## config.mk

```make
export PLATFORM = sky130hd
export DESIGN_NAME = sbqs_ctrl
export DESIGN_NICKNAME = d
export VERILOG_FILES = /design/src/design/sbqs_pkg.sv /design/src/design/sbqs_ctrl.sv
export SDC_FILE = /design/constraint.sdc
export NUM_CORES = 1
export LEC_CHECK = 0
export ABC_AREA = 1
export BUFFER_PORTS_ARGS = -buffer_cell sky130_fd_sc_hd__buf_2
export CAP_MARGIN = 20
export CORE_UTILIZATION = 35
export CTS_BUF_LIST = sky130_fd_sc_hd__clkbuf_2
export DETAILED_ROUTE_END_ITERATION = 10
export PLACE_DENSITY = 0.6
export SYNTH_ARGS = -nofsm -noshare
export SYNTH_HDL_FRONTEND = slang
export SYNTH_SLANG_ARGS = --single-unit
```

## constraint.sdc

```tcl
create_clock -name clk_i -period 1.5 [get_ports clk_i]
set_input_delay 0.225 -clock clk_i [delete_from_list [all_inputs] [get_ports clk_i]]
set_output_delay 0.225 -clock clk_i [all_outputs]
set_load 0.05 [all_outputs]
```

## src/design/sbqs_pkg.sv

```systemverilog
// Shared types, codes and constants of the sprite batch quad setup block.
package sbqs_pkg;

  typedef enum logic [3:0] {
    ST_IDLE,
    ST_DECODE,
    ST_FLUSH_REQ,
    ST_FLUSH_BATCH,
    ST_SEARCH,
    ST_CHECK_SLOT,
    ST_FLUSH_SLOT,
    ST_ASSIGN,
    ST_MULT,
    ST_EMIT
  } state_e;

  localparam logic [1:0] REQ_SUBMIT = 2'd0;
  localparam logic [1:0] REQ_FLUSH  = 2'd1;
  localparam logic [1:0] REQ_BEGIN  = 2'd2;

  localparam logic REG_BATCH_LIMIT = 1'b0;
  localparam logic REG_SLOT_LIMIT  = 1'b1;

  localparam logic KIND_VERTEX = 1'b0;
  localparam logic KIND_FLUSH  = 1'b1;

  localparam logic [10:0] BATCH_LIMIT_RESET = 11'd1000;
  localparam logic [3:0]  SLOT_LIMIT_RESET  = 4'd8;

  localparam logic signed [33:0] CORDIC_GAIN = 34'sd652032874;
  localparam logic signed [28:0] VMAX = 29'sd33554431;
  localparam logic signed [28:0] VMIN = -29'sd33554432;

  typedef struct packed {
    logic load;
    logic clr_cnt;
    logic emit_flush;
    logic flush_last;
    logic search_start;
    logic search_step;
    logic take_match;
    logic assign_slot;
    logic mul_step;
    logic emit_vert;
    logic inc_batch;
  } cmd_t;

  typedef struct packed {
    logic [1:0] req;
    logic       tex_zero;
    logic       batch_full;
    logic       cnt_nonzero;
    logic       search_end;
    logic       match;
    logic       slots_full;
    logic       trig_done;
    logic       mul_last;
    logic       corner_last;
    logic       out_free;
  } status_t;

  // Arctangent of 2^-i in units of 2^32 per turn.
  function automatic logic [31:0] atan_entry(input logic [4:0] i);
    logic [31:0] r;
    case (i)
      5'd0:  r = 32'h20000000;
      5'd1:  r = 32'h12E4051E;
      5'd2:  r = 32'h09FB385B;
      5'd3:  r = 32'h051111D4;
      5'd4:  r = 32'h028B0D43;
      5'd5:  r = 32'h0145D7E1;
      5'd6:  r = 32'h00A2F61E;
      5'd7:  r = 32'h00517C55;
      5'd8:  r = 32'h0028BE53;
      5'd9:  r = 32'h00145F2F;
      5'd10: r = 32'h000A2F98;
      5'd11: r = 32'h000517CC;
      5'd12: r = 32'h00028BE6;
      5'd13: r = 32'h000145F3;
      5'd14: r = 32'h0000A2FA;
      5'd15: r = 32'h0000517D;
      5'd16: r = 32'h000028BE;
      5'd17: r = 32'h0000145F;
      5'd18: r = 32'h00000A30;
      5'd19: r = 32'h00000518;
      5'd20: r = 32'h0000028C;
      5'd21: r = 32'h00000146;
      5'd22: r = 32'h000000A3;
      5'd23: r = 32'h00000051;
      default: r = 32'h00000000;
    endcase
    return r;
  endfunction

endpackage

```

## src/design/sbqs_ctrl.sv

```systemverilog
// Controller state machine that sequences one request through the datapath.
module sbqs_ctrl (
  input  logic              clk_i,
  input  logic              rst_ni,
  input  logic              in_valid_i,
  output logic              in_stall_o,
  input  sbqs_pkg::status_t status_i,
  output sbqs_pkg::cmd_t    cmd_o
);
  import sbqs_pkg::*;

  state_e state_q, state_d;

  always_ff @(posedge clk_i or negedge rst_ni) begin
    if (!rst_ni) begin
      state_q <= ST_IDLE;
    end else begin
      state_q <= state_d;
    end
  end

  always_comb begin
    state_d    = state_q;
    cmd_o      = '0;
    in_stall_o = 1'b1;
    case (state_q)
      ST_IDLE: begin
        in_stall_o = 1'b0;
        if (in_valid_i) begin
          cmd_o.load = 1'b1;
          state_d    = ST_DECODE;
        end
      end
      ST_DECODE: begin
        if (status_i.req == REQ_BEGIN) begin
          cmd_o.clr_cnt = 1'b1;
          state_d       = ST_IDLE;
        end else if (status_i.req == REQ_FLUSH) begin
          if (status_i.cnt_nonzero) begin
            state_d = ST_FLUSH_REQ;
          end else begin
            cmd_o.clr_cnt = 1'b1;
            state_d       = ST_IDLE;
          end
        end else if (status_i.req == REQ_SUBMIT && !status_i.tex_zero) begin
          if (status_i.batch_full && status_i.cnt_nonzero) begin
            state_d = ST_FLUSH_BATCH;
          end else begin
            cmd_o.clr_cnt      = status_i.batch_full;
            cmd_o.search_start = 1'b1;
            state_d            = ST_SEARCH;
          end
        end else begin
          state_d = ST_IDLE;
        end
      end
      ST_FLUSH_REQ: begin
        if (status_i.out_free) begin
          cmd_o.emit_flush = 1'b1;
          cmd_o.flush_last = 1'b1;
          cmd_o.clr_cnt    = 1'b1;
          state_d          = ST_IDLE;
        end
      end
      ST_FLUSH_BATCH: begin
        if (status_i.out_free) begin
          cmd_o.emit_flush   = 1'b1;
          cmd_o.clr_cnt      = 1'b1;
          cmd_o.search_start = 1'b1;
          state_d            = ST_SEARCH;
        end
      end
      ST_SEARCH: begin
        if (status_i.search_end) begin
          state_d = ST_CHECK_SLOT;
        end else if (status_i.match) begin
          cmd_o.take_match = 1'b1;
          state_d          = ST_MULT;
        end else begin
          cmd_o.search_step = 1'b1;
        end
      end
      ST_CHECK_SLOT: begin
        if (status_i.slots_full && status_i.cnt_nonzero) begin
          state_d = ST_FLUSH_SLOT;
        end else begin
          cmd_o.clr_cnt = status_i.slots_full;
          state_d       = ST_ASSIGN;
        end
      end
      ST_FLUSH_SLOT: begin
        if (status_i.out_free) begin
          cmd_o.emit_flush = 1'b1;
          cmd_o.clr_cnt    = 1'b1;
          state_d          = ST_ASSIGN;
        end
      end
      ST_ASSIGN: begin
        cmd_o.assign_slot = 1'b1;
        state_d           = ST_MULT;
      end
      ST_MULT: begin
        if (status_i.trig_done) begin
          cmd_o.mul_step = 1'b1;
          if (status_i.mul_last) begin
            state_d = ST_EMIT;
          end
        end
      end
      ST_EMIT: begin
        if (status_i.out_free) begin
          cmd_o.emit_vert = 1'b1;
          if (status_i.corner_last) begin
            cmd_o.inc_batch = 1'b1;
            state_d         = ST_IDLE;
          end
        end
      end
      default: begin
        state_d = ST_IDLE;
      end
    endcase
  end

endmodule

```

---- Word level (Yosys, flattened, before mapping) ----
Cells that the tools add are included.
word-level totals
  register bits after elaboration ......... 4
  input port bits ......................... 15
  output and inout bits ................... 12
  logic and storage cells ................. 76
cells by class
  equal/unequal tests ..................... 20
  muxes and demuxes ....................... 47
  reduce and logical (&&, ||, !) cells .... 8
operator list
  cell                                                                    count
  4-bit 2-to-1 mux                                                        12
  4-bit case mux with 10 select lines                                     1
  1-bit 2-to-1 mux                                                        22
  4-bit by 3-bit equality test with 1-bit output (second input constant)  4
  2-bit != test (second input constant)                                   8
  2-bit 2-to-1 mux                                                        6
  3-bit 2-to-1 mux                                                        3
  9-bit AND reduction                                                     1
  4-bit by 2-bit equality test with 1-bit output (second input constant)  2
  4-bit equality test (second input constant)                             2
  4-bit by 1-bit equality test with 1-bit output (second input constant)  1
  4-bit logical NOT                                                       1
  1-bit case mux with 2 select lines                                      2
  1-bit case mux with 4 select lines                                      1
  1-bit logical AND                                                       3
  3-bit != test (second input constant)                                   1
  2-bit by 1-bit equality test with 1-bit output (second input constant)  1
  2-bit equality test (second input constant)                             1
  2-bit logical NOT                                                       1
  2-bit OR reduction                                                      1
  1-bit logical NOT                                                       1

---- Logic depth before layout (Yosys ltp) ----
Gate-level depths: netlist of the first run.
  word-level depth ........................ 6
  depth in mapped cells ................... 9
  mapped depth without buffers ............ 8

---- Least setup slack after synthesis of the first run ----
OpenSTA, ideal clock, no wires.
  kind .................................... register to output
  start ................................... reg state_q[3]
  end ..................................... out cmd_o[9] (netlist name)
  arrival time ............................ 2.045 ns
  slack ................................... -0.770 ns
  stages on the path, launching flop included .. 6
  cell sequence ........................... dfrtp_1 nor2_1 nand2_1 a21oi_1 a21oi_1 nand2_1
RTL lines
  element                 RTL line         source
  start, declared         sbqs_ctrl.sv:12  state_e state_q, state_d;
  start signal, assigned  sbqs_ctrl.sv:18  state_q <= state_d;
  end, declared           sbqs_ctrl.sv:8   output sbqs_pkg::cmd_t cmd_o

==> results of run 1 <==
## worst paths after layout
kind                                   from         end  slack, ns  cells after the start
min in group clk_i              status_i[9]  state_q[1]       0.50                      8
worst max-delay path             state_q[0]    cmd_o[9]      -0.15                      6
worst min-delay path                 rst_ni  state_q[2]       0.35                      2
worst max register to register   state_q[2]  state_q[2]      -0.03                     10
max in group asynchronous            rst_ni  state_q[0]       1.00                      2
worst min register to register   state_q[3]  state_q[3]       0.61                      2
## stage by stage
step | instances | hold slack, ns | power, W | utilization, % | worst slack, ns
2_1_floorplan | 96 | -0.0706 | 0.00107 | - | -0.202
3_3_place_gp | 150 | 0.0312 | 0.00143 | 56.4 | 0.00764
3_5_place_dp | 150 | 0.0313 | 0.00143 | 56.4 | 0.00255
4_1_cts | 164 | 0.351 | 0.00189 | 72.3 | -0.130
5_1_grt | 167 | 0.354 | 0.00227 | 77.8 | -0.207
6_report | 167 | 0.351 | 0.00213 | 77.8 | -0.154
## kinds of logic (layout without fill, tap and decap cells)
| logic type | Yosys count | after routing | synth area share (%) |
|---|---|---|---|
| AOI/OAI and AO/OA | 6 | 6 | 5.26 |
| buffers and inverters | 15 | 70 | 10.5 |
| DFF | 4 | 4 | 17.5 |
| and+or+nand+nor | 71 | 71 | 66.7 |
## Yosys cell counts
master	count
dfrtp_1	4
nor2_1	9
inv_1	10
nor3_1	4
nor2_2	3
nand2_1	28
nor2_4	4
nand3_1	15
nand2_2	1
and3_1	1
a21oi_1	2
buf_4	1
o21ai_0	4
nand2_4	2
nand3b_4	1
inv_2	4
nand3_2	2
nand3b_1	1
## area by class of cell
cell class / count / share of cell area (%)
Sequential cell: 4 / 8.96
Multi-Input combinational cell: 77 / 46.4
Inverter: 14 / 4.70
Timing Repair Buffer: 53 / 36.9
Tap cell: 16 / 1.71
Clock buffer: 3 / 1.28
## repair_timing
action	CTS	global route
endpoints found under the setup margin	12	16
buffers inserted	10	3
resized for setup	42	18
hold buffers	1	0
pin swaps	7	6
cloned	0	0
endpoints found under the hold margin	4	0
## power by group
group	switching, W	total [W]	internal (W)	leakage [nW]
logic	0.00101	0.00177	0.000762	0.599
clock network	0.0000464	0.000100	0.0000540	0.0125
registers	0.0000961	0.000255	0.000159	0.0469
## layer usage
| metal | GRT usage (%) | vias to the layer above | routed length (um) |
|---|---|---|---|
| li1 | - | 416 | - |
| met1 | 25.0 | 388 | 867 |
| met2 | 41.2 | 30 | 1150 |
| met3 | 3.45 | 2 | 85 |
| met4 | 6.88 | 0 | 17 |
| met5 | 0 | - | 0 |
## critical path, cell delays in order (launching register included)
cell and delay [ns]:
dfrtp_2 0.47, nor2_2 0.25, nand2_4 0.10, a21oi_4 0.15, a21oi_2 0.05, nand2_2 0.08
buf_8 0.14
==> results.md, run 1 <==
- Worst path arrival time: 1.43 ns
- Number of global-route vias before repair: around 750
- Cell area after placement: 850 um2
- P&R area growth vs syn: 105%
- Sequential share of the synthesized area: 17.5%
- Max reg flops: 4
- Crit. End Element: primary output
- Period utilisation layout: 110%
- Clock-pin slew on the worst setup and hold paths: approximately 0.060 ns
- Clk buf depth: 2
- Largest net degree at the start of global routing: 8
- Peak VDD IR: 1120 uV
- Multi-input logic area: about 540 um2
- Crit path time final: 1.65 ns
- Max-cap viol count: 0
- Commonest non-fill, non-tap cell in the layout: buf_4
- ANT nets after route: 0
- Slew @ Worst Pin: about 0.38 ns
- Routed len/inst: ~13 um
- Failing checks: setup timing
- Largest fanout on the critical path: 6
- Die ar.: around 0.0018 mm2
- Ant diodes: 0
- Total Routed Length: 2.12 mm
- Final Slew Violations: 0
- Die width: 42.4 um
- Gpl congestion: 0.873
- Leak Pwr: 0.658 nW
- Die Ht: ~42 um
- Starting Density: 37.9%
- Root Buffer: clkbuf_2
- TritonCTS Sinks: 4
- Nets: 168
- Vias per cell: 5.01
- Vias post-DR: 836
- Post-Synthesis Net Count: 111
- Hpwl dp: 1.30 mm
- Final Cell Area: 0.00117 mm2
- Pwr Density: 1810 mW/mm2
- Top cell type's share of synthesized area: between 10% and 20%
- Synth cell types: 18
- Filler cells: 105
- FF+latch count, synth: 4
- GRT Total Usage: 22.0%
- Clock Latency Late Sink: 0.21 ns
- Max Fclk: approximately 0.60 GHz
- Setup CP Type: reg2out
- Remaining DRCs: 0
- Layout Skew: 0.0104 ns
- Synth Instances: 96
- Reg with most FFs: state_q
- IO Port Bufs: 26
- Cell taking the most area after synthesis: nand2_1
- Hold WC Path Type: in2async
- Biggest regs: state_q: 4 flops
- Outcome: finished with violations
- Total CTS buffers: 3
- Cell Area, Synth: 571 um2
- First-pass GRT wire length: 3.06 mm
- Syn Area/Cell: 5.94 um2
- Initial antenna violation count: 0
- I/O pin total: 27
- Ratio of cells with drive above 1 in the final layout: 65.6%
- Setup TNS: -0.929 ns
- Final setup fails: 15
- Length of the first detailed-routing pass in iterations: 4
- Setup WS post-layout: -0.154 ns
- GRT overflow: 0
- Synth area leaders: nand2_1 18%, dfrtp_1 18%, nand3_1 13%
- DR iter-0 viols: 22
- Core ar.: 0.00151 mm2
- CP required: 1.27 ns
- FP Rows: 14
- Worst slew margin: 74.5%
- H-tree depth: 1
- Most frequent cells in the layout: 21 x buf_4, 20 x nand2_1, 16 x buf_6
- Final Hold Vio Count: 0
- Unrepaired setup endpoints after global routing: yes
- Startpoint types: flip-flop
- FF+latch area: 105 um2
- YS warnings: 0
- TritonCTS clock tree: built
(Power assumes the default switching activity.)
==> run 2: changes to the inputs <==
--- a/config.mk
+++ b/config.mk
@@ -10,8 +10,10 @@
 export CAP_MARGIN = 20
 export CORE_UTILIZATION = 35
 export CTS_BUF_LIST = sky130_fd_sc_hd__clkbuf_2
+export CTS_CLUSTER_DIAMETER = 50
 export DETAILED_ROUTE_END_ITERATION = 10
 export PLACE_DENSITY = 0.6
+export SKIP_LAST_GASP = 1
 export SYNTH_ARGS = -nofsm -noshare
 export SYNTH_HDL_FRONTEND = slang
 export SYNTH_SLANG_ARGS = --single-unit
==> run 2 against run 1 <==
Effect of this change:
- the flow still finishes with violations (setup timing)
- critical path depth is the same
- routed wire length shrank 10%
- highest routed layer is now met3
- register-to-register slack is essentially flat
- sequential share of layout area grew 0.17 points
- fmax grew 1.4%
- via count shrank 2.0%
- global-route usage grew 0.27 points
==> results.md, run 2 (same netlist as run 1, synthesis figures left out) <==
- Fin util: 75.5% (-2.3 points)
- Ratio of cells with drive above 1 in the final layout: 63.3% (-2.2 points)
- # placed instances: 150 (unchanged)
- Dpl ws: 0.00255 ns (unchanged)
- Critical path, cell by cell: inv_4, nor2_4, inv_2, buf_4, nor2_4, buf_8
- Hpwl dp: 1.30 mm (unchanged)
- Crit-path slowest cell: dfrtp_2
- TritonCTS clock tree: built
- Largest net degree at the start of global routing: 8 (unchanged)
- Biggest regs: state_q: 4 flops
- Final Cell Area: 0.00114 mm2 (-3.0%)
- Routed len/inst: 11.5 um (-9.5%)
- DR iter-0 viols: 20 (-9.1%)
- Max-cap viol count: 0 (unchanged)
- Vias post-DR: 819 (-2.0%)
- Worst path arrival time: 1.41 ns (-0.02 ns)
- Total CTS buffers: 3 (unchanged)
- Total power: 0.00201 W (-5.6%)
- Starting Density: 37.9% (unchanged)
- IO Port Bufs: 26 (unchanged)
- Length of the first detailed-routing pass in iterations: 4 (unchanged)
- ANT nets after route: 0 (unchanged)
- CP required: 1.27 ns (about the same)
- GRT overflow: 0 (unchanged)
- Fin cells: 166 (-0.60%)
- Core ar.: 0.00151 mm2 (unchanged)
- Slew @ Worst Pin: 0.343 ns (-0.0394 ns)
- Crit. End Element: primary output
- Clock-pin slew on the worst setup and hold paths: 0.05 ns (about the same)
- Number of global-route vias before repair: 737 (-2.3%)
- Layout Skew: 0.000778 ns (-0.00962 ns)
- Peak VDD IR: 1020 uV (-8.8%)
- Largest fanout on the critical path: 4 (-2)
- Final Slew Violations: 0 (unchanged)
- Pwr Density: 1760 mW/mm2 (-2.7%)
- Reg with most FFs: state_q
- Final Hold Vio Count: 0 (unchanged)
- Unrepaired setup endpoints after global routing: yes
- Nets: 167 (-0.60%)
- Die Ht: 42.4 um (unchanged)
- P&R area growth vs syn: 99.3%
- FP Rows: 14 (unchanged)
- Initial antenna violation count: 0 (unchanged)
- Setup CP Type: reg2out
- First-pass GRT wire length: 3.12 mm (+1.8%)
- Setup WS post-layout: -0.131 ns (+0.0232 ns)
- Filler cells: 113 (+7.6%)
- I/O pin total: 27 (unchanged)
- Root Buffer: clkbuf_2
- Die ar.: 0.00180 mm2 (unchanged)
- Total Routed Length: 1.91 mm (-10%)
- Crit path time final: 1.63 ns (-0.0232 ns)
- Gpl congestion: 0.873 (unchanged)
- Failing checks: setup timing
- H-tree depth: 1 (unchanged)
- Clock Latency Late Sink: 0.21 ns (about the same)
- Max reg flops: 4 (unchanged)
- Period utilisation layout: 109% (-1.5 points)
- Most used cell along the critical path: nor2_4
- Vias per cell: 4.93 (-1.4%)
- Die width: 42.4 um (unchanged)
- Remaining DRCs: 0 (unchanged)
- Worst slew margin: 77.1% (+2.6 points)
- Leak Pwr: 0.642 nW (-2.5%)
- Slowest Stage Delay on Critical Path: 0.44 ns (-0.03 ns)
- Startpoint types: flip-flop
- TritonCTS Sinks: 4 (unchanged)
- Most frequent cells in the layout: 21 x nand2_1, 21 x buf_4, 14 x buf_2, 14 x buf_6, 13 x nand3_1
- Final setup fails: 12 (-3)
- Hold WC Path Type: in2async
- Outcome: finished with violations
- Max Fclk: 0.613 GHz (+1.4%)
- Clk buf depth: 2 (unchanged)
- Ant diodes: 0 (unchanged)
- GRT Total Usage: 22.3% (+0.27 points)
- Cell area after placement: 850 um2 (unchanged)
## run 2: repair_timing
item,in CTS,in global routing
setup endpoints to repair,12,16
pin swaps,7,6
hold buffers,1,0
endpoints found under the hold margin,4,0
buffers inserted,10,2
gates resized for setup,41,12
## run 2: path summary, 6_finish.rpt
| kind | from | to | slack [ns] | cells after the start |
|---|---|---|---|---|
| worst min-delay path | rst_ni | state_q[2] | 0.35 | 2 |
| max in group asynchronous | rst_ni | state_q[0] | 1.02 | 2 |
| min in group clk_i | status_i[9] | state_q[1] | 0.50 | 8 |
| worst min register to register | state_q[3] | state_q[3] | 0.60 | 2 |
| worst max-delay path | state_q[2] | cmd_o[3] | -0.13 | 6 |
| worst max register to register | state_q[2] | state_q[0] | -0.02 | 10 |
## run 2: worst max-delay path: cells and delay by family, from the launching register on
kind | cells | cell delay [ns]
buffers and inverters | 4 | 0.45
and+or+nand+nor | 2 | 0.30
DFF | 1 | 0.44
## run 2: layout make-up
type / instances / area [um2] / area share, %
timing repair buffer: 52 / 425 / 37.4
clock buffer: 3 / 15.0 / 1.32
inverter: 14 / 55.1 / 4.84
sequential: 4 / 104 / 9.13
multi-input combinational: 77 / 518 / 45.5
tap: 16 / 20.0 / 1.76
## run 2: routing by layer
metal,track usage [%],up-vias,wire length [um]
met3,3.02,0,63
met4,3.75,0,0
met1,26.1,380,786
met2,42.8,26,1060
met5,0,-,0
li1,-,413,-
## run 2: through the flow
step | hold WS (ns) | TNS [ns]
after CTS | 0.351 | -0.653
after floorplan | -0.0706 | -0.903
after detailed placement | 0.0313 | 0
after global routing | 0.353 | -1.76
final | 0.346 | -0.801
after global placement | 0.0312 | 0
## run 2: power breakdown
group	leakage, nW	switching, W	internal (W)
Sequential	0.0484	0.0000872	0.000157
Clock	0.0125	0.0000483	0.0000539
Combinational	0.581	0.000950	0.000710
Total	0.642	0.00109	0.000920
==> run 3: changes to the inputs <==
--- a/config.mk
+++ b/config.mk
@@ -8,11 +8,9 @@
 export ABC_AREA = 1
 export BUFFER_PORTS_ARGS = -buffer_cell sky130_fd_sc_hd__buf_2
 export CAP_MARGIN = 20
-export CORE_UTILIZATION = 35
-export CTS_BUF_LIST = sky130_fd_sc_hd__clkbuf_2
-export CTS_CLUSTER_DIAMETER = 50
+export CORE_UTILIZATION = 44
 export DETAILED_ROUTE_END_ITERATION = 10
-export PLACE_DENSITY = 0.6
+export PLACE_DENSITY = 0.73
 export SKIP_LAST_GASP = 1
 export SYNTH_ARGS = -nofsm -noshare
 export SYNTH_HDL_FRONTEND = slang
==> run 3 against run 2 <==
Effect of this change:
- the flow still finishes with violations (setup timing)
- power fell by 0.90%
- worst hold slack got worse by 0.0064 ns
- clock power rose by 25%
- register-to-register slack got worse by 0.08 ns
- critical endpoint is now cmd_o[9]
==> results.md, run 3 (same netlist as run 1, synthesis figures left out) <==
- Int Power: 0.000888 W (-3.5%)
- Ratio of cells with drive above 1 in the final layout: 58.9% (-4.5 points)
- Period utilisation layout: 114% (+5.5 points)
- Outcome: finished with violations
- Max reg flops: 4 (unchanged)
- Core ar.: 0.00116 mm2 (-23%)
- GRT overflow: 0 (unchanged)
- Unrepaired setup endpoints after global routing: yes
- Worst path arrival time: 1.49 ns (+0.08 ns)
- Clk buf depth: 2 (unchanged)
- Ant diodes: 0 (unchanged)
- Vias per cell: 5.81 (+18%)
- Pwr Density: 1920 mW/mm2 (+8.9%)
- Setup WS post-layout: -0.213 ns (-0.0820 ns)
- IO Port Bufs: 26 (unchanged)
- Max-cap viol count: 0 (unchanged)
- GRT Total Usage: 27.6% (+5.4 points)
- Most frequent cells in the layout: 23 x nand2_1, 17 x buf_4, 14 x nand3_1, 14 x buf_2, 10 x inv_1
- Total CTS buffers: 3 (unchanged)
- Commonest non-fill, non-tap cell in the layout: nand2_1
- Routed len/inst: 15.4 um (+34%)
- TritonCTS Sinks: 4 (unchanged)
- Crit path time final: 1.71 ns (+0.0820 ns)
- DR iter-0 viols: 42 (+110%)
- Fin util: 89.5% (+14 points)
- Hold WC Path Type: in2async
- Reg with most FFs: state_q
- Root Buffer: clkbuf_4
- Sw Ratio: 55.3% (+1.2 points)
- First-pass GRT wire length: 2.77 mm (-11%)
- Hpwl dp: 1.29 mm (-0.32%)
- Sw power: 0.00110 W (+1.3%)
- Max Fclk: 0.584 GHz (-4.8%)
- Hold Slack: 0.340 ns (-0.00637 ns)
- Remaining DRCs: 0 (unchanged)
- Length of the first detailed-routing pass in iterations: 5 (+1)
- Clock-pin slew on the worst setup and hold paths: 0.04 ns (about the same)
- Reg power frac: 13.2% (+1.0 points)
- I/O pin total: 27 (unchanged)
- H-tree depth: 1 (unchanged)
- TritonCTS clock tree: built
- Top delay family on crit path: flip-flops
- Final Slew Violations: 0 (unchanged)
- Slowest Stage Delay on Critical Path: 0.42 ns (-0.02 ns)
- Slew @ Worst Pin: 0.370 ns (+0.0272 ns)
- Starting Density: 49.4% (+11 points)
- Final Hold Vio Count: 0 (unchanged)
- Vias post-DR: 900 (+9.9%)
- P&R area growth vs syn: 81.4%
- Biggest regs: state_q: 4 flops
- Final setup fails: 14 (+2)
- Nets: 158 (-5.4%)
- Startpoint types: flip-flop
- Largest fanout on the critical path: 4 (unchanged)
- Buf/Inv on CP: 2 (-2)
- Largest net degree at the start of global routing: 8 (unchanged)
- Number of global-route vias before repair: 706 (-4.2%)
- Clock power frac: 6.4% (+1.3 points)
- Die width: 38.0 um (-10%)
- Setup CP Type: reg2out
- Layout Skew: 0.00458 ns (+0.00380 ns)
- Crit. End Element: primary output
- Initial antenna violation count: 0 (unchanged)
- Die Ht: 38.0 um (-10%)
- Leak Pwr: 0.585 nW (-8.9%)
- Peak VDD IR: 1130 uV (+10%)
- Gpl congestion: 0.806 (-7.7%)
- FP Rows: 12 (-2)
- Die ar.: 0.00144 mm2 (-20%)
- CP required: 1.27 ns (about the same)
- Dpl ws: -0.0335 ns (-0.0360 ns)
- Clock Latency Late Sink: 0.23 ns (+0.02 ns)
- Comb power frac: 80.4% (-2.3 points)
- Critical path, cell by cell: inv_2, nor2_4, nand2_4, a21oi_4, a21oi_1, nand2_2, buf_6
- Final Cell Area: 0.00103 mm2 (-9.0%)
- Worst slew margin: 75.3% (-1.8 points)
- ANT nets after route: 0 (unchanged)
- Cell area after placement: 802 um2 (-5.6%)
- Crit-path slowest cell: dfrtp_2
- Total Routed Length: 2.39 mm (+25%)
- Failing checks: setup timing
-- run 3: worst reg2reg max path, stage by stage (launching register included) --
cell	delay, ns
dfrtp_2	0.45
buf_12	0.15
nor2_4	0.17
buf_4	0.16
buf_4	0.11
nand3_1	0.12
nand2_1	0.09
inv_1	0.04
nand3_1	0.07
nand3_1	0.09
nand2_1	0.09
-- run 3: final cells by class --
type | instances | area (um2)
Clock buffer | 3 | 22.5
Fill cell | 54 | 121
Inverter | 14 | 52.6
Multi-Input combinational cell | 77 | 493
Sequential cell | 4 | 105
Tap cell | 14 | 17.5
Timing Repair Buffer | 43 | 344
-- run 3: timing repair --
item | 4_1_cts | 5_1_grt
endpoints found under the hold margin | 4 | 0
setup endpoints to repair | 12 | 12
gates resized for setup | 23 | 17
pin swaps | 2 | 3
setup buffers | 5 | 4
gates cloned | 0 | 0
hold buffers | 1 | 0
-- run 3: through the flow --
stage,TNS [ns],power [W],std cells
after detailed placement,-0.0615,0.00139,142
after CTS,-0.898,0.00171,151
after global routing,-2.28,0.00206,155
after global placement,-0.0915,0.00138,142
after floorplan,-0.903,0.00107,96
final,-1.64,0.00199,155
-- run 3: routing by layer --
layer  GRT usage, %  up-vias  wire length (um)
li1               -      400                 -
met1           30.2      420               834
met2           54.3       68              1260
met3           5.23       12               199
met4           5.36        0                91
met5              0        -                 0
-- run 3: final timing paths --
| kind | from | end | slack (ns) | cells after the start |
|---|---|---|---|---|
| setup reg to reg | state_q[1] | state_q[2] | -0.10 | 10 |
| hold / removal | rst_ni | state_q[2] | 0.34 | 2 |
| hold reg to reg | state_q[3] | state_q[3] | 0.59 | 2 |
| setup / recovery | state_q[2] | cmd_o[9] | -0.21 | 7 |
| max in group asynchronous | rst_ni | state_q[1] | 1.02 | 2 |
| min in group clk_i | status_i[9] | state_q[0] | 0.42 | 6 |
-- run 3: power groups by stage --
| stage | Combinational (W) | Sequential (W) | Clock (W) |
|---|---|---|---|
| finish | 0.00160 | 0.000263 | 0.000128 |
| global route | 0.00165 | 0.000259 | 0.000144 |
| global placement | 0.00114 | 0.000242 | 0 |
| detailed placement | 0.00115 | 0.000241 | 0 |
| floorplan | 0.000876 | 0.000198 | 0 |
| CTS | 0.00133 | 0.000243 | 0.000137 |
